`src/rtl/cbr_pkg.sv`:
```
package cbr_pkg;

   // field widths
   localparam int CMD_W    = 2;
   localparam int BANK_W   = 4;
   localparam int OFFS_W   = 12;
   localparam int DATA_W   = 8;
   localparam int TGT_W    = 3;
   localparam int ADDR_W   = 20;
   localparam int MODE_W   = 2;
   localparam int PAGE_W   = 4;
   localparam int CHRPG_W  = 7;

   // fuse map capture
   localparam int FUSEMAP_BYTES = 4096;
   localparam int CNT_W         = $clog2(FUSEMAP_BYTES);

   // csr port
   localparam int CSR_ADDR_W = 3;
   localparam int CSR_DATA_W = 32;
   localparam logic CSR_IDX_TRAINER = 1'b0;

   // access commands
   localparam logic [CMD_W-1:0] CMD_CPU_RD = 2'd0;
   localparam logic [CMD_W-1:0] CMD_CPU_WR = 2'd1;
   localparam logic [CMD_W-1:0] CMD_PPU_RD = 2'd2;
   localparam logic [CMD_W-1:0] CMD_PPU_WR = 2'd3;

   // modes
   localparam logic [MODE_W-1:0] MODE_WAIT = 2'd0;
   localparam logic [MODE_W-1:0] MODE_LOAD = 2'd1;
   localparam logic [MODE_W-1:0] MODE_PLAY = 2'd2;

   // routing targets
   localparam logic [TGT_W-1:0] TGT_NONE   = 3'd0;
   localparam logic [TGT_W-1:0] TGT_PASS   = 3'd1;
   localparam logic [TGT_W-1:0] TGT_MAPPER = 3'd2;
   localparam logic [TGT_W-1:0] TGT_PRGRAM = 3'd3;
   localparam logic [TGT_W-1:0] TGT_BIOS   = 3'd4;
   localparam logic [TGT_W-1:0] TGT_CHRRAM = 3'd5;
   localparam logic [TGT_W-1:0] TGT_REG    = 3'd6;
   localparam logic [TGT_W-1:0] TGT_FUSE   = 3'd7;

   // bank decode, and register decode in bank 4
   localparam logic [BANK_W-1:0] BANK_REG      = 4'h4;
   localparam logic [BANK_W-1:0] BANK_PRG_LO   = 4'h6;
   localparam logic [BANK_W-1:0] BANK_PRG_HI   = 4'hD;
   localparam logic [BANK_W-1:0] BANK_TRAINER  = 4'hE;
   localparam logic [OFFS_W-1:0] OFF_STATUS_A  = 12'h100;
   localparam logic [OFFS_W-1:0] OFF_STATUS_B  = 12'h101;
   localparam logic [OFFS_W-1:0] OFF_CTRL      = 12'h13F;
   localparam logic [OFFS_W-1:0] OFF_MAPPER    = 12'h2FC;
   localparam logic [OFFS_W-1:0] OFF_LOAD      = 12'h3FE;
   localparam logic [OFFS_W-1:0] OFF_LAUNCH    = 12'hFFF;

   typedef struct packed {
      logic [CMD_W-1:0]  cmd;
      logic [BANK_W-1:0] bank;
      logic [OFFS_W-1:0] offset;
      logic [DATA_W-1:0] data;
   } req_type;

   typedef struct packed {
      logic [TGT_W-1:0]  target;
      logic [ADDR_W-1:0] mem_address;
      logic              shadow_chr;
      logic [DATA_W-1:0] read_data;
      logic [MODE_W-1:0] mode;
      logic              mapper_reset;
      logic              fusemap_complete;
   } rsp_type;

endpackage

```
`src/rtl/cbr_if.sv`:
```
interface cbr_req_if import cbr_pkg::*; ();
   logic              valid;
   logic              ready;
   logic [CMD_W-1:0]  cmd;
   logic [BANK_W-1:0] bank;
   logic [OFFS_W-1:0] offset;
   logic [DATA_W-1:0] data;

   modport source (output valid, cmd, bank, offset, data, input ready);
   modport sink   (input valid, cmd, bank, offset, data, output ready);
endinterface

interface cbr_rsp_if import cbr_pkg::*; ();
   logic              valid;
   logic              ready;
   logic [TGT_W-1:0]  target;
   logic [ADDR_W-1:0] mem_address;
   logic              shadow_chr;
   logic [DATA_W-1:0] read_data;
   logic [MODE_W-1:0] mode;
   logic              mapper_reset;
   logic              fusemap_complete;

   modport source (output valid, target, mem_address, shadow_chr, read_data, mode,
                   mapper_reset, fusemap_complete, input ready);
   modport sink   (input valid, target, mem_address, shadow_chr, read_data, mode,
                   mapper_reset, fusemap_complete, output ready);
endinterface

```
`src/rtl/copier_bus_router_state_machine.sv`:
```
// Bus router for a game-copier adapter between console and cartridge.
// req_bus carries one CPU or PPU access per request (cmd, bank, offset,
// data); rsp_bus returns one routing result per request: target, flat
// address, chr shadow flag, status read data, mode and the mapper reset and
// fuse map complete pulses. Both are valid/ready channels.
// The csr port (psel/penable/pwrite, pready tied high) holds trainer_page at
// byte address 0; write it only while no request is in flight.
// A request is registered on acceptance, routed against the mode and page
// state once the result register is free or being taken, and its result
// registered there, from where rsp_bus offers it.
// One request per cycle is sustained while rsp_bus takes every result; the
// route logic is a single pass between the two registers.
// When rsp_bus stalls, the result register holds and the input register
// still takes one more request; req_bus.ready then drops until the result
// is taken.
// Reset clears the mode to waiting, the pages, status bytes, capture gate and
// capture count, and empties both registers.
module copier_bus_router_state_machine import cbr_pkg::*; (
   input  logic                  clock,
   input  logic                  reset,
   cbr_req_if.sink               req_bus,
   cbr_rsp_if.source             rsp_bus,
   input  logic                  psel,
   input  logic                  penable,
   input  logic                  pwrite,
   input  logic [CSR_ADDR_W-1:0] paddr,
   input  logic [CSR_DATA_W-1:0] pwdata,
   output logic [CSR_DATA_W-1:0] prdata,
   output logic                  pready
);

   logic              req_vld_ff, req_vld_in;
   req_type           req_pl_ff;
   logic              rsp_vld_ff, rsp_vld_in;
   rsp_type           rsp_pl_ff;
   rsp_type           route_rsp;
   logic              fire;
   logic              take;
   logic [PAGE_W-1:0] trainer_page;

   cbr_csr u_csr (
      .clock        (clock),
      .reset        (reset),
      .psel         (psel),
      .penable      (penable),
      .pwrite       (pwrite),
      .paddr        (paddr),
      .pwdata       (pwdata),
      .prdata       (prdata),
      .pready       (pready),
      .trainer_page (trainer_page)
   );

   cbr_route u_route (
      .clock        (clock),
      .reset        (reset),
      .fire         (fire),
      .req          (req_pl_ff),
      .trainer_page (trainer_page),
      .rsp          (route_rsp)
   );

   assign fire          = req_vld_ff && (!rsp_vld_ff || rsp_bus.ready);
   assign req_bus.ready = !req_vld_ff || fire;
   assign take          = req_bus.valid && req_bus.ready;

   assign req_vld_in = take || (req_vld_ff && !fire);
   assign rsp_vld_in = fire || (rsp_vld_ff && !rsp_bus.ready);

   always_ff @(posedge clock) begin
      if (reset) begin
         req_vld_ff <= 1'b0;
         rsp_vld_ff <= 1'b0;
      end else begin
         req_vld_ff <= req_vld_in;
         rsp_vld_ff <= rsp_vld_in;
      end
   end

   always_ff @(posedge clock) begin
      if (take) begin
         req_pl_ff <= '{cmd: req_bus.cmd, bank: req_bus.bank,
                        offset: req_bus.offset, data: req_bus.data};
      end
      if (fire) begin
         rsp_pl_ff <= route_rsp;
      end
   end

   assign rsp_bus.valid            = rsp_vld_ff;
   assign rsp_bus.target           = rsp_pl_ff.target;
   assign rsp_bus.mem_address      = rsp_pl_ff.mem_address;
   assign rsp_bus.shadow_chr       = rsp_pl_ff.shadow_chr;
   assign rsp_bus.read_data        = rsp_pl_ff.read_data;
   assign rsp_bus.mode             = rsp_pl_ff.mode;
   assign rsp_bus.mapper_reset     = rsp_pl_ff.mapper_reset;
   assign rsp_bus.fusemap_complete = rsp_pl_ff.fusemap_complete;

endmodule

```
`src/rtl/cbr_csr.sv`:
```
module cbr_csr import cbr_pkg::*; (
   input  logic                  clock,
   input  logic                  reset,
   input  logic                  psel,
   input  logic                  penable,
   input  logic                  pwrite,
   input  logic [CSR_ADDR_W-1:0] paddr,
   input  logic [CSR_DATA_W-1:0] pwdata,
   output logic [CSR_DATA_W-1:0] prdata,
   output logic                  pready,
   output logic [PAGE_W-1:0]     trainer_page
);

   logic [PAGE_W-1:0] trainer_page_ff;
   logic [PAGE_W-1:0] trainer_page_in;
   logic              wr_en;

   assign pready = 1'b1;
   assign wr_en  = psel && penable && pwrite && pready;

   always_comb begin
      trainer_page_in = trainer_page_ff;
      if (wr_en && paddr[2] == CSR_IDX_TRAINER) begin
         trainer_page_in = pwdata[PAGE_W-1:0];
      end
   end

   always_ff @(posedge clock) begin
      if (reset) begin
         trainer_page_ff <= '0;
      end else begin
         trainer_page_ff <= trainer_page_in;
      end
   end

   always_comb begin
      prdata = '0;
      if (paddr[2] == CSR_IDX_TRAINER) begin
         prdata = {{(CSR_DATA_W-PAGE_W){1'b0}}, trainer_page_ff};
      end
   end

   assign trainer_page = trainer_page_ff;

endmodule

```
`src/rtl/cbr_route.sv`:
```
module cbr_route import cbr_pkg::*; (
   input  logic              clock,
   input  logic              reset,
   input  logic              fire,
   input  req_type           req,
   input  logic [PAGE_W-1:0] trainer_page,
   output rsp_type           rsp
);

   localparam logic [CNT_W-1:0] CNT_LAST = CNT_W'(FUSEMAP_BYTES - 1);

   logic [MODE_W-1:0]  mode_ff, mode_in;
   logic [PAGE_W-1:0]  prg_page_ff, prg_page_in;
   logic [CHRPG_W-1:0] chr_page_ff, chr_page_in;
   logic [DATA_W-1:0]  status_a_ff, status_a_in;
   logic [DATA_W-1:0]  status_b_ff, status_b_in;
   logic               gate_ff, gate_in;
   logic [CNT_W-1:0]   count_ff, count_in;

   logic              is_load, is_play, is_wait;
   logic              prg_bank, trn_bank, reg_bank, low_bank;
   logic [ADDR_W-1:0] prg_addr, trn_addr, bios_addr, chr_addr;
   logic [TGT_W-1:0]  dflt_tgt;

   assign is_wait  = (mode_ff == MODE_WAIT);
   assign is_load  = (mode_ff == MODE_LOAD);
   assign is_play  = (mode_ff == MODE_PLAY);
   assign reg_bank = (req.bank == BANK_REG);
   assign prg_bank = (req.bank >= BANK_PRG_LO) && (req.bank <= BANK_PRG_HI);
   assign trn_bank = (req.bank >= BANK_TRAINER);
   assign low_bank = !req.bank[BANK_W-1];
   assign dflt_tgt = is_play ? TGT_MAPPER : TGT_PASS;

   assign prg_addr  = {1'b0, prg_page_ff, req.bank[2:0], req.offset};
   assign trn_addr  = {1'b0, trainer_page, req.bank[2:0], req.offset};
   assign bios_addr = {6'd0, 1'b1, req.bank[0], req.offset};
   assign chr_addr  = {chr_page_ff, req.bank[2:0], req.offset[9:0]};

   always_comb begin
      rsp         = '0;
      mode_in     = mode_ff;
      prg_page_in = prg_page_ff;
      chr_page_in = chr_page_ff;
      status_a_in = status_a_ff;
      status_b_in = status_b_ff;
      gate_in     = gate_ff;
      count_in    = count_ff;

      case (req.cmd)
         CMD_CPU_RD: begin
            if (!is_wait && reg_bank) begin
               if (req.offset == OFF_STATUS_A) begin
                  rsp.target    = TGT_REG;
                  rsp.read_data = status_a_ff;
               end else if (req.offset == OFF_STATUS_B) begin
                  rsp.target    = TGT_REG;
                  rsp.read_data = status_b_ff;
               end else begin
                  rsp.target = TGT_PASS;
               end
            end else if (is_load && prg_bank) begin
               rsp.target      = TGT_PRGRAM;
               rsp.mem_address = prg_addr;
            end else if (is_load && trn_bank) begin
               rsp.target      = TGT_BIOS;
               rsp.mem_address = bios_addr;
            end else if (is_load) begin
               rsp.target = TGT_PASS;
            end else begin
               rsp.target = dflt_tgt;
            end
         end
         CMD_CPU_WR: begin
            if (!reg_bank) begin
               if (is_load && prg_bank) begin
                  rsp.target      = TGT_PRGRAM;
                  rsp.mem_address = prg_addr;
               end else if (is_load && trn_bank) begin
                  rsp.target      = TGT_PRGRAM;
                  rsp.mem_address = trn_addr;
               end else begin
                  rsp.target = dflt_tgt;
               end
            end else if (req.offset == OFF_STATUS_A) begin
               if (gate_ff) begin
                  rsp.target      = TGT_FUSE;
                  rsp.mem_address = ADDR_W'(count_ff);
                  if (count_ff == CNT_LAST) begin
                     count_in             = '0;
                     rsp.fusemap_complete = 1'b1;
                  end else begin
                     count_in = count_ff + CNT_W'(1);
                  end
               end else begin
                  rsp.target = dflt_tgt;
               end
            end else if (req.offset == OFF_CTRL) begin
               if (is_play) begin
                  mode_in = MODE_LOAD;
               end
               gate_in = req.data[7];
               if (req.data[7]) begin
                  count_in = '0;
               end else begin
                  chr_page_in = req.data[CHRPG_W-1:0];
               end
               rsp.target = TGT_REG;
            end else if (req.offset[OFFS_W-1:2] == OFF_MAPPER[OFFS_W-1:2]) begin
               if (is_load) begin
                  mode_in = MODE_PLAY;
               end
               // bit 0 is kept, bit 3 follows the low address bit
               status_a_in = {req.data[7:4], req.offset[0], req.data[2:1], status_a_ff[0]};
               rsp.target  = TGT_MAPPER;
            end else if (req.offset[OFFS_W-1:1] == OFF_LOAD[OFFS_W-1:1]) begin
               status_a_in = {status_a_ff[7:4], 1'b1, status_a_ff[2:1], req.offset[0]};
               status_b_in = req.data;
               if (is_wait) begin
                  mode_in          = MODE_LOAD;
                  rsp.mapper_reset = 1'b1;
               end
               rsp.target  = is_play ? TGT_MAPPER : TGT_REG;
               prg_page_in = {req.data[2], req.data[3], req.data[5:4]};
            end else if (req.offset == OFF_LAUNCH) begin
               if (is_wait) begin
                  mode_in          = MODE_LOAD;
                  rsp.mapper_reset = 1'b1;
               end
               rsp.target = TGT_REG;
            end else begin
               rsp.target = dflt_tgt;
            end
         end
         default: begin
            // ppu side
            if (is_play) begin
               rsp.target = TGT_MAPPER;
            end else if (is_load && low_bank) begin
               rsp.target      = TGT_CHRRAM;
               rsp.mem_address = chr_addr;
            end else begin
               rsp.target = TGT_PASS;
               if (req.cmd == CMD_PPU_WR && is_wait && low_bank) begin
                  rsp.shadow_chr  = 1'b1;
                  rsp.mem_address = chr_addr;
               end
            end
         end
      endcase

      rsp.mode = mode_in;
   end

   always_ff @(posedge clock) begin
      if (reset) begin
         mode_ff     <= MODE_WAIT;
         prg_page_ff <= '0;
         chr_page_ff <= '0;
         status_a_ff <= '0;
         status_b_ff <= '0;
         gate_ff     <= 1'b0;
         count_ff    <= '0;
      end else if (fire) begin
         mode_ff     <= mode_in;
         prg_page_ff <= prg_page_in;
         chr_page_ff <= chr_page_in;
         status_a_ff <= status_a_in;
         status_b_ff <= status_b_in;
         gate_ff     <= gate_in;
         count_ff    <= count_in;
      end
   end

endmodule

```
`src/flat_wrapper.sv`:
```
// flat-port wrapper written by rule: the top's interface ports become plain ports
module copier_bus_router_state_machine_flat import cbr_pkg::*;
  (clock, reset, psel, penable, pwrite, paddr, pwdata, prdata, pready, req_bus_valid, req_bus_cmd, req_bus_bank, req_bus_offset, req_bus_data, req_bus_ready, rsp_bus_valid, rsp_bus_target, rsp_bus_mem_address, rsp_bus_shadow_chr, rsp_bus_read_data, rsp_bus_mode, rsp_bus_mapper_reset, rsp_bus_fusemap_complete, rsp_bus_ready);
  cbr_req_if req_bus_i ();
  cbr_rsp_if rsp_bus_i ();
  input  logic clock;
  input  logic reset;
  input  logic psel;
  input  logic penable;
  input  logic pwrite;
  input  logic [CSR_ADDR_W-1:0] paddr;
  input  logic [CSR_DATA_W-1:0] pwdata;
  output logic [CSR_DATA_W-1:0] prdata;
  output logic pready;
  input wire logic [$bits(req_bus_i.valid)-1:0] req_bus_valid;
  input wire logic [$bits(req_bus_i.cmd)-1:0] req_bus_cmd;
  input wire logic [$bits(req_bus_i.bank)-1:0] req_bus_bank;
  input wire logic [$bits(req_bus_i.offset)-1:0] req_bus_offset;
  input wire logic [$bits(req_bus_i.data)-1:0] req_bus_data;
  output wire logic [$bits(req_bus_i.ready)-1:0] req_bus_ready;
  output wire logic [$bits(rsp_bus_i.valid)-1:0] rsp_bus_valid;
  output wire logic [$bits(rsp_bus_i.target)-1:0] rsp_bus_target;
  output wire logic [$bits(rsp_bus_i.mem_address)-1:0] rsp_bus_mem_address;
  output wire logic [$bits(rsp_bus_i.shadow_chr)-1:0] rsp_bus_shadow_chr;
  output wire logic [$bits(rsp_bus_i.read_data)-1:0] rsp_bus_read_data;
  output wire logic [$bits(rsp_bus_i.mode)-1:0] rsp_bus_mode;
  output wire logic [$bits(rsp_bus_i.mapper_reset)-1:0] rsp_bus_mapper_reset;
  output wire logic [$bits(rsp_bus_i.fusemap_complete)-1:0] rsp_bus_fusemap_complete;
  input wire logic [$bits(rsp_bus_i.ready)-1:0] rsp_bus_ready;
  assign req_bus_i.valid = req_bus_valid;
  assign req_bus_i.cmd = req_bus_cmd;
  assign req_bus_i.bank = req_bus_bank;
  assign req_bus_i.offset = req_bus_offset;
  assign req_bus_i.data = req_bus_data;
  assign req_bus_ready = req_bus_i.ready;
  assign rsp_bus_valid = rsp_bus_i.valid;
  assign rsp_bus_target = rsp_bus_i.target;
  assign rsp_bus_mem_address = rsp_bus_i.mem_address;
  assign rsp_bus_shadow_chr = rsp_bus_i.shadow_chr;
  assign rsp_bus_read_data = rsp_bus_i.read_data;
  assign rsp_bus_mode = rsp_bus_i.mode;
  assign rsp_bus_mapper_reset = rsp_bus_i.mapper_reset;
  assign rsp_bus_fusemap_complete = rsp_bus_i.fusemap_complete;
  assign rsp_bus_i.ready = rsp_bus_ready;
  copier_bus_router_state_machine u_core (.clock(clock), .reset(reset), .req_bus(req_bus_i), .rsp_bus(rsp_bus_i), .psel(psel), .penable(penable), .pwrite(pwrite), .paddr(paddr), .pwdata(pwdata), .prdata(prdata), .pready(pready));
endmodule
```
`config.mk`:
```
export PLATFORM = sky130hd
export DESIGN_NAME = copier_bus_router_state_machine_flat
export DESIGN_NICKNAME = d
export VERILOG_FILES = /design/src/rtl/cbr_pkg.sv /design/src/rtl/cbr_if.sv /design/src/rtl/copier_bus_router_state_machine.sv /design/src/rtl/cbr_csr.sv /design/src/rtl/cbr_route.sv /design/src/flat_wrapper.sv
export SDC_FILE = /design/constraint.sdc
export NUM_CORES = 1
export LEC_CHECK = 0
export ABC_AREA = 1
export BUFFER_PORTS_ARGS = -buffer_cell sky130_fd_sc_hd__buf_2
export CAP_MARGIN = 10
export CORE_ASPECT_RATIO = 0.6
export CORE_MARGIN = 3
export CORE_UTILIZATION = 40
export DETAILED_ROUTE_END_ITERATION = 12
export GPL_ROUTABILITY_DRIVEN = 0
export PLACE_DENSITY = 0.6
export SETUP_SLACK_MARGIN = 0.1
export SLEW_MARGIN = 20
export SYNTH_ARGS = -nofsm -noshare
export SYNTH_HDL_FRONTEND = slang
export SYNTH_HIERARCHICAL = 1
export SYNTH_SLANG_ARGS = --single-unit
```
`constraint.sdc`:
```
create_clock -name clock -period 5.9 [get_ports clock]
set_clock_uncertainty 0.1 [all_clocks]
set_input_delay 1.18 -clock clock [delete_from_list [all_inputs] [get_ports clock]]
set_output_delay 1.18 -clock clock [all_outputs]
set_load 0.005 [all_outputs]
```
After elaboration in Yosys (flattened, before gate mapping)
Cells that the tools add are included.
{ "classes": {"n_addsub": 1, "order_cmp": 3, "n_eq_ne": 13, "n_mux": 52, "bitwise_logic": 7, "reduce_logical": 39} }
{ "op_table": {"columns": ["operator", "count"], "rows": [
  ["$mux W12", 6],
  ["$mux W23", 3],
  ["$pmux W23 S2", 1],
  ["$mux W21", 2],
  ["$mux W20", 2],
  ["$eq A12 B9 Y1 const B", 3],
  ["$mux W3", 12],
  ["$mux W2", 13],
  ["$eq A12 B12 Y1 const B", 2],
  ["$mux W8", 3],
  ["$reduce_and A6 Y1", 4],
  ["$mux W22", 1],
  ["$mux W19", 1],
  ["$logic_and A1 B1 Y1", 14],
  ["$mux W14", 1],
  ["$add A12 B1 Y12 const B", 1],
  ["$eq A11 B9 Y1 const B", 1],
  ["$eq A10 B8 Y1 const B", 1],
  ["$mux W4", 2],
  ["$not A1 Y1", 7],
  ["$reduce_and A7 Y1", 1],
  ["$logic_not A1 Y1", 6],
  ["$reduce_bool A2 Y1", 3],
  ["$mux W1", 5],
  ["14 further kinds", 20]
]} }
{ "totals": {"register_bits": 110, "in_bits": 68, "output_inout_bits": 71, "wordCells": 138} }

Logic depth before layout (Yosys ltp)
Gate-level depths: netlist of run 1.
{ "logic_depth": {"depth_word": 9, "depth_mapped": 12, "mapped_depth_nobuf": 12} }

By module
The synthesis of run 1 kept the hierarchy.
{ "by_module_without_submodules": {"columns": ["module", "n_inst", "cells_per_inst", "area_per_inst_um2", "seq_area_each_um2"], "rows": [
  ["cbr_route", 1, 498, 2939.1, 760.7],
  ["copier_bus_router_state_machine", 1, 74, 1953.1, 1901.8],
  ["cbr_csr", 1, 71, 455.4, 80.1]
]} }

Least setup slack after synthesis of run 1
Ideal clock, no wire load.
{ "synth_path": {"path_kind": "input to register", "startpoint": "input rsp_bus_ready", "endpoint": "register u_core.u_route.count_ff[1]", "setup_ns": 0.114, "arrival_time_ns": 4.454, "slack_ns": 1.232, "cell_stages": 9, "n_path_buf": 0, "path_cell_list": "inv_2 -> a21oi_1 -> inv_2 -> nor3_4 -> nand2_4 -> nor2_4 -> nand2_1 -> nand2_1 -> nor2_1"} }
{ "synth_via": {"elab_chain_len": 3} }
{ "synth_rtl": {"columns": ["item", "line", "rtl"], "rows": [
  ["from (decl)", "flat_wrapper.sv:29", "input wire logic [$bits(rsp_bus_i.ready)-1:0] rsp_bus_ready;"],
  ["$logic_or A1 B1 Y1", "copier_bus_router_state_machine.sv:63", "assign fire = req_vld_ff && (!rsp_vld_ff || rsp_bus.ready);"],
  ["$logic_and A1 B1 Y1", "copier_bus_router_state_machine.sv:63", null],
  ["net u_core.fire", "copier_bus_router_state_machine.sv:37", "logic fire;"],
  ["$reduce_and A6 Y1 (no line)", null, null],
  ["to (signal assigned)", "cbr_route.sv:170", "count_ff <= count_in;"],
  ["to (decl)", "cbr_route.sv:18", "logic [CNT_W-1:0] count_ff, count_in;"]
]} }
The timed path passes the listed nets, and every way through them passes these cells.
A chain may end at the register's enable or synchronous reset.

Final worst setup path of run 1
Same ends and word-level chain as after synthesis.

==> results.toml, run 1 <==
[layout]
layout-drive-gt1-share_pct = 19.70
final_cell_area_um2 = 6135
syn2layout_area_growth_pct = 14.72
final_nets = 795
n_fill_cell = 1274
instances_no_fill = 901
antenna_cells = 0

[yosys]
synth_flop_cell = "edfxtp_1"
async_flop_share_pct = 0
syn_inst = 643
netlist_top_cells_count = "nand2_1, nor2_1, inv_1, edfxtp_1, nand3_1"
yosys_warnings = 6
synth_area_leaders = "edfxtp_1, dfxtp_1, nand2_1"
synth.top_cell.area_share_pct = 34.82
syn_area_um2 = 5348
yosysMostFrequentCell = "nand2_1"
avgSynthCellArea_um2 = 8.317
synth_edf_count = 62
synth_area_leader_cell = "edfxtp_1"
ys_types = 38
ys_seq_elements = 106
ys_seq_area_share_pct = 51.29

[grt]
antenna_found_initial = 0
grt_max_degree = 44
grtUsageTotal_pct = 18.49
grt_overflow = 0
grt_pass1_wl_mm = 21.21
grt_pass1_vias = 4087

[place]
placedCellCount = 885
post-place-ws_ns = 2.409
dpl_cell_area_um2 = 5827
dp_hpwl_mm = 10.39
portBuffers = 79

[critical_path]
worstPathMaxFanout = 43
startpoint_type = "input pin"
crit_required_ns = 6.03
crit_buf_inv = 4
crit_path_top_delay_cell = "buf_4"
path_cells = "buf_2 -> inv_2 -> a21oi_4 -> buf_4 -> inv_2 -> nor3_4 -> nand2_4 -> nor2_4 -> nand2_1 -> nand2_1 -> nor2_1"
arrival_ns = 3.28
slowest_delay_ns = 0.53
end_kind = "flop"
crit_type = "in -> reg"
critical-path-top-delay-family = "simple AND/OR/NAND/NOR gates"

[pwr]
switching_share_pct = 24.00
power_frac_seq_pct = 53.3
power.leakage_nw = 2.543
total_power_mw = 1.554
switchingPower_mw = 0.3730
peakVddDrop_mv = 0.1434
power.density_nw_per_um2 = 253.3
intPower_mw = 1.181
combPwrFrac_pct = 7.1
p_clk_share_pct = 39.6

[sta]
fin_tns_setup_ns = 0
setup_viol = 0
slew_headroom_pct = 33.05
max_freq_ghz = 0.3174
post-route-min-period_ns = 3.150
tightest_slew_ns = 1.003
rsz0062_at_grt = "false"
hold_viol = 0
timing.final.crit_share_pct = 53.39
layout_setup_ws_ns = 2.750
slew_violations = 0

[floorplan]
core_area_um2 = 12970
die_h_um = 95.56
die_w_um = 155.3
io_pins = 139
num_rows = 32
initial_core_util_pct = 41.22
die-area_um2 = 14840

[clock_network]
htreeDepth = 3
ctsResizeCount = 0
cts.sinks = 106
ctsHoldBuffers = 0
cts_root_buffer = "clkbuf_16"
cts_tree = "done"
post_cts_buffers = 0
clkTransAtPathRegs_ns = 0.07
clockBufferDepth = 2
clk_latency_ns = 0.34
cts_buffers = 9

[detailed_routing]
avgViaCountPerCell = 5.105
drc = 0
drt_first_iter_violations = 506
wire_per_inst_um = 15.20
ant_nets = 0
first_pass_iters = 6
vias = 4600
wirelength_mm = 13.69

[outcome]
outcome = "finished clean"

[worst_hold_path]
min_path_type = "reg -> reg"

[flow_run]
cap_violations = 0
path summary, 6_finish.rpt:
path | from | endpoint | slack (ns) | depth (start not counted)
min | u_core/u_route/status_b_ff[6]$_SDFFE_PP0P_ | u_core/u_route/status_b_ff[6]$_SDFFE_PP0P_ | 0.39 | 2
max | rsp_bus_ready | u_core/u_route/count_ff[1]$_SDFFE_PP0P_ | 2.75 | 11
min reg2reg | u_core/u_route/status_b_ff[6]$_SDFFE_PP0P_ | u_core/u_route/status_b_ff[6]$_SDFFE_PP0P_ | 0.39 | 2
max reg2reg | u_core/req_vld_ff$_SDFF_PP0_ | u_core/u_route/count_ff[1]$_SDFFE_PP0P_ | 3.31 | 10
power groups by stage:
stage / registers (mW) / logic, mW / clock network [mW]
floorplan: 0.841 / 0.0752 / 0
global placement: 0.844 / 0.106 / 0
detailed placement: 0.845 / 0.108 / 0
CTS: 0.829 / 0.109 / 0.628
global route: 0.832 / 0.124 / 0.659
finish: 0.829 / 0.110 / 0.615
metal layers:
layer / GRT usage [%] / vias to the layer above / share of wire, % / routed length [µm]
met5: 0 / - / 0 / 0
met4: 3.423 / 0 / 0.74 / 101
met3: 5.215 / 14 / 11 / 1455
met2: 24.42 / 224 / 39 / 5298
met1: 29.56 / 2139 / 50 / 6836
li1: - / 2223 / - / -
logic make-up (layout without fill, tap and decap cells):
group,Yosys count,count (layout),share of synthesized area [%]
AO/OA/AOI/OAI,84,84,8.634
flip-flops,106,106,51.29
buffers and inverters,118,179,10.51
adder cells (fa/ha/maj),1,1,0.2339
AND/OR/NAND/NOR,332,332,29.20
other,2,29,0.1404
final cells by class:
cell class	count	area, µm²	share of cell area [%]
clock buffer	9	225.2	3.671
clock inverter	7	82.58	1.346
inverter	83	312.8	5.099
multi-input combinational	446	2156	35.14
sequential	106	2743	44.71
tap	170	212.7	3.467
timing repair buffer	80	402.9	6.567
registers in the layout, indices dropped and copies added, names as in the netlist, 4 cells and up:
name                        cells
u_core/req_pl_ff               26
u_core/rsp_bus.mem_address     20
u_core/rsp_bus.read_data        8
u_core/u_csr/trainer_page       4
u_core/u_route/chr_page_ff      7
u_core/u_route/count_ff        12
u_core/u_route/status_a_ff      8
u_core/u_route/status_b_ff      5
worst register-to-register path, delay by kind of cell, from the launching register on:
kind	cells	cell delay [ns]
buffers and inverters	3	0.77
DFF	1	0.34
AOI/OAI and AO/OA	1	0.10
and+or+nand+nor	6	1.16
per-stage QoR:
step / util, % / hold WS, ns
CTS: 47.29 / 0.3866
floorplan: - / 0.3519
detailed placement: 44.92 / 0.3679
global placement: 44.92 / 0.3600
global route: 47.29 / 0.4113
finish: 47.29 / 0.3881
layout by cell type (no fill, tap or decap), types with 2 or more instances in the layout:
master / netlist / routed
nand2_1: 131 / 131
nor2_1: 93 / 93
buf_2: 1 / 79
inv_1: 75 / 75
edfxtp_1: 62 / 62
nand3_1: 50 / 50
dfxtp_1: 44 / 44
o21ai_0: 33 / 33
conb_1: 2 / 29
a21oi_1: 25 / 24
o21ai_1: 14 / 14
nor2_2: 10 / 10
clkbuf_16: 0 / 9
nor2_4: 9 / 9
nand4_1: 9 / 9
nand2_2: 8 / 8
nor3_1: 8 / 8
inv_2: 6 / 6
inv_6: 0 / 4
nand3_2: 4 / 4
a22o_1: 4 / 4
nand2_4: 3 / 3
clkinv_4: 0 / 2
a21oi_2: 2 / 2
o221ai_1: 2 / 2
nor3b_1: 2 / 2
No activity file was read; power rests on OpenSTA's default activity.
==> run 2, diff against run 1 <==
--- a/config.mk
+++ b/config.mk
@@ -5,7 +5,7 @@
 export SDC_FILE = /design/constraint.sdc
 export NUM_CORES = 1
 export LEC_CHECK = 0
-export ABC_AREA = 1
+export ABC_AREA = 0
 export BUFFER_PORTS_ARGS = -buffer_cell sky130_fd_sc_hd__buf_2
 export CAP_MARGIN = 10
 export CORE_ASPECT_RATIO = 0.6
@@ -13,7 +13,7 @@
 export CORE_UTILIZATION = 40
 export DETAILED_ROUTE_END_ITERATION = 12
 export GPL_ROUTABILITY_DRIVEN = 0
-export PLACE_DENSITY = 0.6
+export PLACE_DENSITY = 0.61
 export SETUP_SLACK_MARGIN = 0.1
 export SLEW_MARGIN = 20
 export SYNTH_ARGS = -nofsm -noshare
==> constraint.sdc (replaced) <==
create_clock -name clock -period 3.2 [get_ports clock]
set_clock_uncertainty 0.1 [all_clocks]
set_input_delay 0.64 -clock clock [delete_from_list [all_inputs] [get_ports clock]]
set_output_delay 0.64 -clock clock [all_outputs]
set_load 0.005 [all_outputs]
==> run 2 against run 1 <==
  * Design area is 4.8% lower
  * Synthesized cell count fell by 29%
  * Utilization increased by 0.36 points
  * Highest routed layer unchanged
  * Worst setup slack worse by 2.2 ns
  * Sequential power increased by 85%
  * Synthesized area decreased by 4.3%
  * Non-clock buffer count is 7 higher
  * Largest cell class unchanged
  * Critical endpoint is now u_core/u_route/status_b_ff[2]$_SDFFE_PP0P_
==> results.toml, run 2 <==
[outcome]
outcome = "finished clean"

[layout]
top_register = "u_core/req_pl_ff"
final_nets = 599
mostFrequentLayoutCell = "buf_2"
layout-drive-gt1-share_pct = 25.23
n_fill_cell = 1146
syn2layout_area_growth_pct = 14.16
antenna_cells = 0
instances_no_fill = 700
final_util_pct = 47.65
layout.cells.most_common_list = "buf_2, edfxtp_1, dfxtp_1"
largest_reg_flops = 26

[critical_path]
crit_path_top_delay_cell = "nor4b_4"
end_kind = "flop"
path_cells = "nor4b_4 -> and2_0 -> buf_4 -> nand3_1 -> mux2i_1 -> nor2_1"
startpoint_type = "flop"
reg2reg_to = "u_core/u_route/status_b_ff[2]$_SDFFE_PP0P_"
slowest_delay_ns = 0.61
worstPathMaxFanout = 9
r2r_start = "u_core/req_pl_ff[21]$_DFFE_PP_"
regToRegSetupSlack_ns = 0.60
crit_type = "reg -> reg"
arrival_ns = 2.72
crit_required_ns = 3.32
reg2regPathDepth = 6

[detailed_routing]
drc = 0
ant_nets = 0
wirelength_mm = 12.08
first_pass_iters = 4
wire_per_inst_um = 17.26
vias = 3749
avgViaCountPerCell = 5.356
drt_first_iter_violations = 246

[clock_network]
post_cts_buffers = 0
clkTransAtPathRegs_ns = 0.07
cts_root_buffer = "clkbuf_16"
cts_tree = "done"
clk_latency_ns = 0.35
htreeDepth = 3
ctsHoldBuffers = 0
ctsResizeCount = 0
cts_buffers = 9
cts.sinks = 106
clockBufferDepth = 2

[floorplan]
core_area_um2 = 12260
initial_core_util_pct = 41.74
die-area_um2 = 14230
die_h_um = 93.60
die_w_um = 152.0
num_rows = 31
io_pins = 139

[flow_run]
cap_violations = 0

[place]
portBuffers = 79
placedCellCount = 684
dp_hpwl_mm = 8.981

[yosys]
synth.top_cell.area_share_pct = 36.39
synth_area_leaders = "edfxtp_1, dfxtp_1, mux2i_1"
netlist_top_cells_count = "edfxtp_1, dfxtp_1, nor2_1, mux2i_1, buf_4"
synth_flop_cell = "edfxtp_1"
ys_seq_area_share_pct = 53.61
ys_seq_elements = 106
async_flop_share_pct = 0
syn_inst = 456
synth_edf_count = 62
avgSynthCellArea_um2 = 11.22
syn_area_um2 = 5116
synth_area_leader_cell = "edfxtp_1"
yosys_warnings = 6
yosysMostFrequentCell = "edfxtp_1"
ys_types = 64

[pwr]
peakVddDrop_mv = 0.2381
power.density_nw_per_um2 = 473.0
power.leakage_nw = 2.261

[sta]
hold_viol = 0
tightest_slew_ns = 0.6455
timing.final.crit_share_pct = 81.27
fin_tns_setup_ns = 0
post-route-min-period_ns = 2.601
slew_headroom_pct = 56.63
slew_violations = 0
rsz0062_at_grt = "false"
max_freq_ghz = 0.3845
setup_viol = 0

[grt]
grt_max_degree = 42
antenna_found_initial = 0
grt_pass1_wl_mm = 19.26
grtUsageTotal_pct = 17.27
grt_overflow = 0
grt_pass1_vias = 3501

[worst_hold_path]
hold-path-cell-count = 1
worst_hold_startpoint = "req_bus_data[2]"
whs_endpoint = "u_core/req_pl_ff[2]$_DFFE_PP_"
min_path_type = "in -> reg"
==> run 2: critical path: cells and delay by family (launching register included) <==
kind	cells	cell delay, ns
multiplexers	1	0.35
AND/OR/NAND/NOR	4	1.35
buffers and inverters	1	0.16
flip-flops	1	0.52
==> run 2: power breakdown <==
part           internal [mW]  switching [mW]  total [mW]
Combinational         0.0615          0.0868       0.148
Clock                  0.612           0.470        1.08
Sequential              1.49          0.0432        1.53
==> run 2: per-layer routing <==
layer  part of all wire (%)  vias up  track usage (%)
met4                   0.84        0            3.665
met3                    8.9       12            5.409
li1                       -     1773                -
met1                     52     1794            27.42
met5                      0        -                0
met2                     38      170            22.42
==> run 2: final cells by class <==
cell class	instances	area, µm²	area share (%)
Clock buffer	12	236.5	4.049
Clock inverter	4	52.55	0.8997
Inverter	6	22.52	0.3856
Multi-Input combinational cell	320	2125	36.38
Sequential cell	106	2743	46.96
Tap cell	165	206.4	3.535
Timing Repair Buffer	87	455.4	7.798
==> run 2: per-stage QoR <==
| step | setup slack [ns] | hold WS (ns) | instance area, µm² | power, mW |
|---|---|---|---|---|
| floorplan | 0.6297 | 0.3515 | 5218 | 1.654 |
| global placement | 0.5658 | 0.3663 | 5552 | 1.705 |
| detailed placement | 0.5058 | 0.3746 | 5552 | 1.711 |
| CTS | 0.6089 | 0.3536 | 5841 | 2.788 |
| global route | 0.4286 | 0.3459 | 5841 | 2.865 |
| finish | 0.5993 | 0.3680 | 5841 | 2.763 |
==> run 2: cell families (layout without fill, tap and decap cells) <==
group	after synthesis	after routing	synth area share [%]
simple gates	176	176	20.81
compound gates	76	76	11.01
fa+ha+maj	1	1	0.2445
other cells	2	29	0.1468
xor+xnor	4	4	0.6847
flops	106	106	53.61
buf+inv	57	109	6.848
mux	34	34	6.652
==> run 2: worst max-delay path by stage <==
| stage | startpoint | end | slack (ns) |
|---|---|---|---|
| floorplan | rsp_bus_ready | u_core/u_route/status_a_ff[0]$_SDFFE_PP0P_ | 0.63 |
| global placement | rsp_bus_ready | u_core/u_route/status_b_ff[2]$_SDFFE_PP0P_ | 0.57 |
| detailed placement | rsp_bus_ready | u_core/u_route/status_b_ff[2]$_SDFFE_PP0P_ | 0.51 |
| CTS | u_core/req_pl_ff[21]$_DFFE_PP_ | u_core/u_route/status_b_ff[2]$_SDFFE_PP0P_ | 0.61 |
| global route | u_core/req_pl_ff[21]$_DFFE_PP_ | u_core/u_route/status_b_ff[2]$_SDFFE_PP0P_ | 0.43 |
| finish | u_core/req_pl_ff[21]$_DFFE_PP_ | u_core/u_route/status_b_ff[2]$_SDFFE_PP0P_ | 0.60 |
==> run 3, diff against run 2 <==
--- a/config.mk
+++ b/config.mk
@@ -5,7 +5,7 @@
 export SDC_FILE = /design/constraint.sdc
 export NUM_CORES = 1
 export LEC_CHECK = 0
-export ABC_AREA = 0
+export ABC_AREA = 1
 export BUFFER_PORTS_ARGS = -buffer_cell sky130_fd_sc_hd__buf_2
 export CAP_MARGIN = 10
 export CORE_ASPECT_RATIO = 0.6
@@ -13,7 +13,7 @@
 export CORE_UTILIZATION = 40
 export DETAILED_ROUTE_END_ITERATION = 12
 export GPL_ROUTABILITY_DRIVEN = 0
-export PLACE_DENSITY = 0.61
+export PLACE_DENSITY = 0.63
 export SETUP_SLACK_MARGIN = 0.1
 export SLEW_MARGIN = 20
 export SYNTH_ARGS = -nofsm -noshare
==> constraint.sdc (replaced) <==
create_clock -name clock -period 2.1 [get_ports clock]
set_clock_uncertainty 0.1 [all_clocks]
set_input_delay 0.42 -clock clock [delete_from_list [all_inputs] [get_ports clock]]
set_output_delay 0.42 -clock clock [all_outputs]
set_load 0.005 [all_outputs]
==> run 3 against run 2 <==
  * Utilization increased by 3.9 points
  * Count of clock-buffer cells in the layout decreased by 2
  * Sequential cell count unchanged
  * Clock power increased by 72%
  * Largest power group unchanged
  * Non-clock buffer count increased by 43
  * Design area increased by 15%
  * Hold slack got worse by 0.23 ns
  * Highest routed layer unchanged
  * Final cell count increased by 36%
==> results.toml, run 3 (same netlist as run 1, synthesis figures left out) <==
[place]
dp_hpwl_mm = 10.89
post-place-ws_ns = -0.000008438
placedCellCount = 913
portBuffers = 79

[layout]
layout-drive-gt1-share_pct = 27.88
instances_no_fill = 952
top_register = "u_core/req_pl_ff"
syn2layout_area_growth_pct = 25.08
largest_reg_flops = 26
final_util_pct = 51.56
layout.cells.most_common_list = "nand2_1, nor2_1, buf_2"
final_nets = 846
n_fill_cell = 1206
mostFrequentLayoutCell = "nand2_1"
antenna_cells = 0

[pwr]
power.density_nw_per_um2 = 683.4
switchingPower_mw = 1.065
intPower_mw = 3.506
switching_share_pct = 23.30
p_clk_share_pct = 40.8
power.leakage_nw = 2.836
total_power_mw = 4.571
combPwrFrac_pct = 8.4
power_frac_seq_pct = 50.8
peakVddDrop_mv = 0.3838

[floorplan]
num_rows = 32
die-area_um2 = 14840
core_area_um2 = 12970
initial_core_util_pct = 41.22
die_h_um = 95.56
io_pins = 139
die_w_um = 155.3

[sta]
slew_violations = 0
tightest_slew_ns = 0.5421
post-route-min-period_ns = 1.952
timing.final.crit_share_pct = 92.95
layout_setup_ws_ns = 0.1481
hold_viol = 0
fin_tns_setup_ns = 0
max_freq_ghz = 0.5123
setup_viol = 0
rsz0062_at_grt = "true"
slew_headroom_pct = 63.82

[detailed_routing]
drc = 0
wl_met3_mm = 1.319
wire_per_inst_um = 15.19
drt_first_iter_violations = 426
vias = 4794
wl_met2_mm = 5.899
ant_nets = 0
first_pass_iters = 6
top_layer_used = "met4"
avgViaCountPerCell = 5.036
wl_met1_mm = 7.099
wirelength_mm = 14.46

[flow_run]
cap_violations = 0

[clock_network]
cts_tree = "done"
clockBufferDepth = 2
cts_root_buffer = "clkbuf_16"
clkTransAtPathRegs_ns = 0.07
cts.sinks = 106
htreeDepth = 3
clk_latency_ns = 0.35
cts_buffers = 9

[critical_path]
crit_type = "reg -> reg"
startpoint_type = "flop"
end_kind = "flop"
crit_required_ns = 2.25
worstPathMaxFanout = 7
regToRegSetupSlack_ns = 0.15
arrival_ns = 2.10

[grt]
antenna_found_initial = 0
grt_overflow = 0
grt_max_degree = 43
grtUsageTotal_pct = 19.91
grt_pass1_vias = 4428
grt_pass1_wl_mm = 22.83

[outcome]
outcome = "finished clean"

[worst_hold_path]
min_path_type = "in -> reg"
[run 3: power by group through the flow]
stage / sequential, mW / combinational [mW] / clock [mW]
5_1_grt: 2.33 / 0.427 / 1.98
6_report: 2.32 / 0.382 / 1.86
4_1_cts: 2.32 / 0.343 / 1.90
3_3_place_gp: 2.37 / 0.330 / 0
2_1_floorplan: 2.36 / 0.215 / 0
3_5_place_dp: 2.37 / 0.340 / 0
[run 3: cell type report]
class                   count  area [µm²]  share of cell area, %
repair buffers            130       794.5                  11.88
clock buffers              10       239.0                  3.573
clock inverters             6       96.34                  1.440
flip-flops and latches    106        2743                  41.00
repair inverters            1       5.005                0.07482
inverters                  83       332.8                  4.976
well taps                 170       212.7                  3.180
multi-input cells         446        2266                  33.88
[run 3: final timing paths]
kind                                                            startpoint  depth (start not counted)                                          to
worst max-delay path                        u_core/req_pl_ff[21]$_DFFE_PP_                          9  u_core/u_route/chr_page_ff[0]$_SDFFE_PP0P_
worst min-delay path                                       req_bus_bank[2]                          1              u_core/req_pl_ff[22]$_DFFE_PP_
worst max register to register              u_core/req_pl_ff[21]$_DFFE_PP_                          9  u_core/u_route/chr_page_ff[0]$_SDFFE_PP0P_
worst min register to register  u_core/u_route/status_b_ff[1]$_SDFFE_PP0P_                          2  u_core/u_route/status_b_ff[1]$_SDFFE_PP0P_
[run 3: timing repair]
action	4_1_cts	5_1_grt
resized for setup	4	31
gates cloned	0	1
setup buffers	0	22
hold buffers	0	0
pin swaps	0	15
setup endpoints to repair	18	63
[run 3: metrics by stage]
| stage | hold slack [ns] | area [µm²] |
|---|---|---|
| 6_report | 0.1342 | 6689 |
| 5_1_grt | 0.1232 | 6689 |
| 4_1_cts | 0.1271 | 6415 |
| 3_5_place_dp | 0.3522 | 6067 |
| 3_3_place_gp | 0.3479 | 6067 |
| 2_1_floorplan | 0.3347 | 5478 |
[run 3: critical path: stages (launching register included)]
cell and delay [ns]:
edfxtp_1 0.45, inv_1 0.14, nand4_4 0.18, nor2_4 0.31, nand2_4 0.11, nor2_4 0.14, nand2_4 0.11, buf_4 0.16
nor2_2 0.07, nor2_1 0.05
[run 3: layer usage]
layer / vias up / GRT usage (%)
li1: 2323 / -
met1: 2213 / 30.03
met2: 236 / 27.71
met3: 22 / 5.578
met4: 0 / 5.462
met5: - / 0
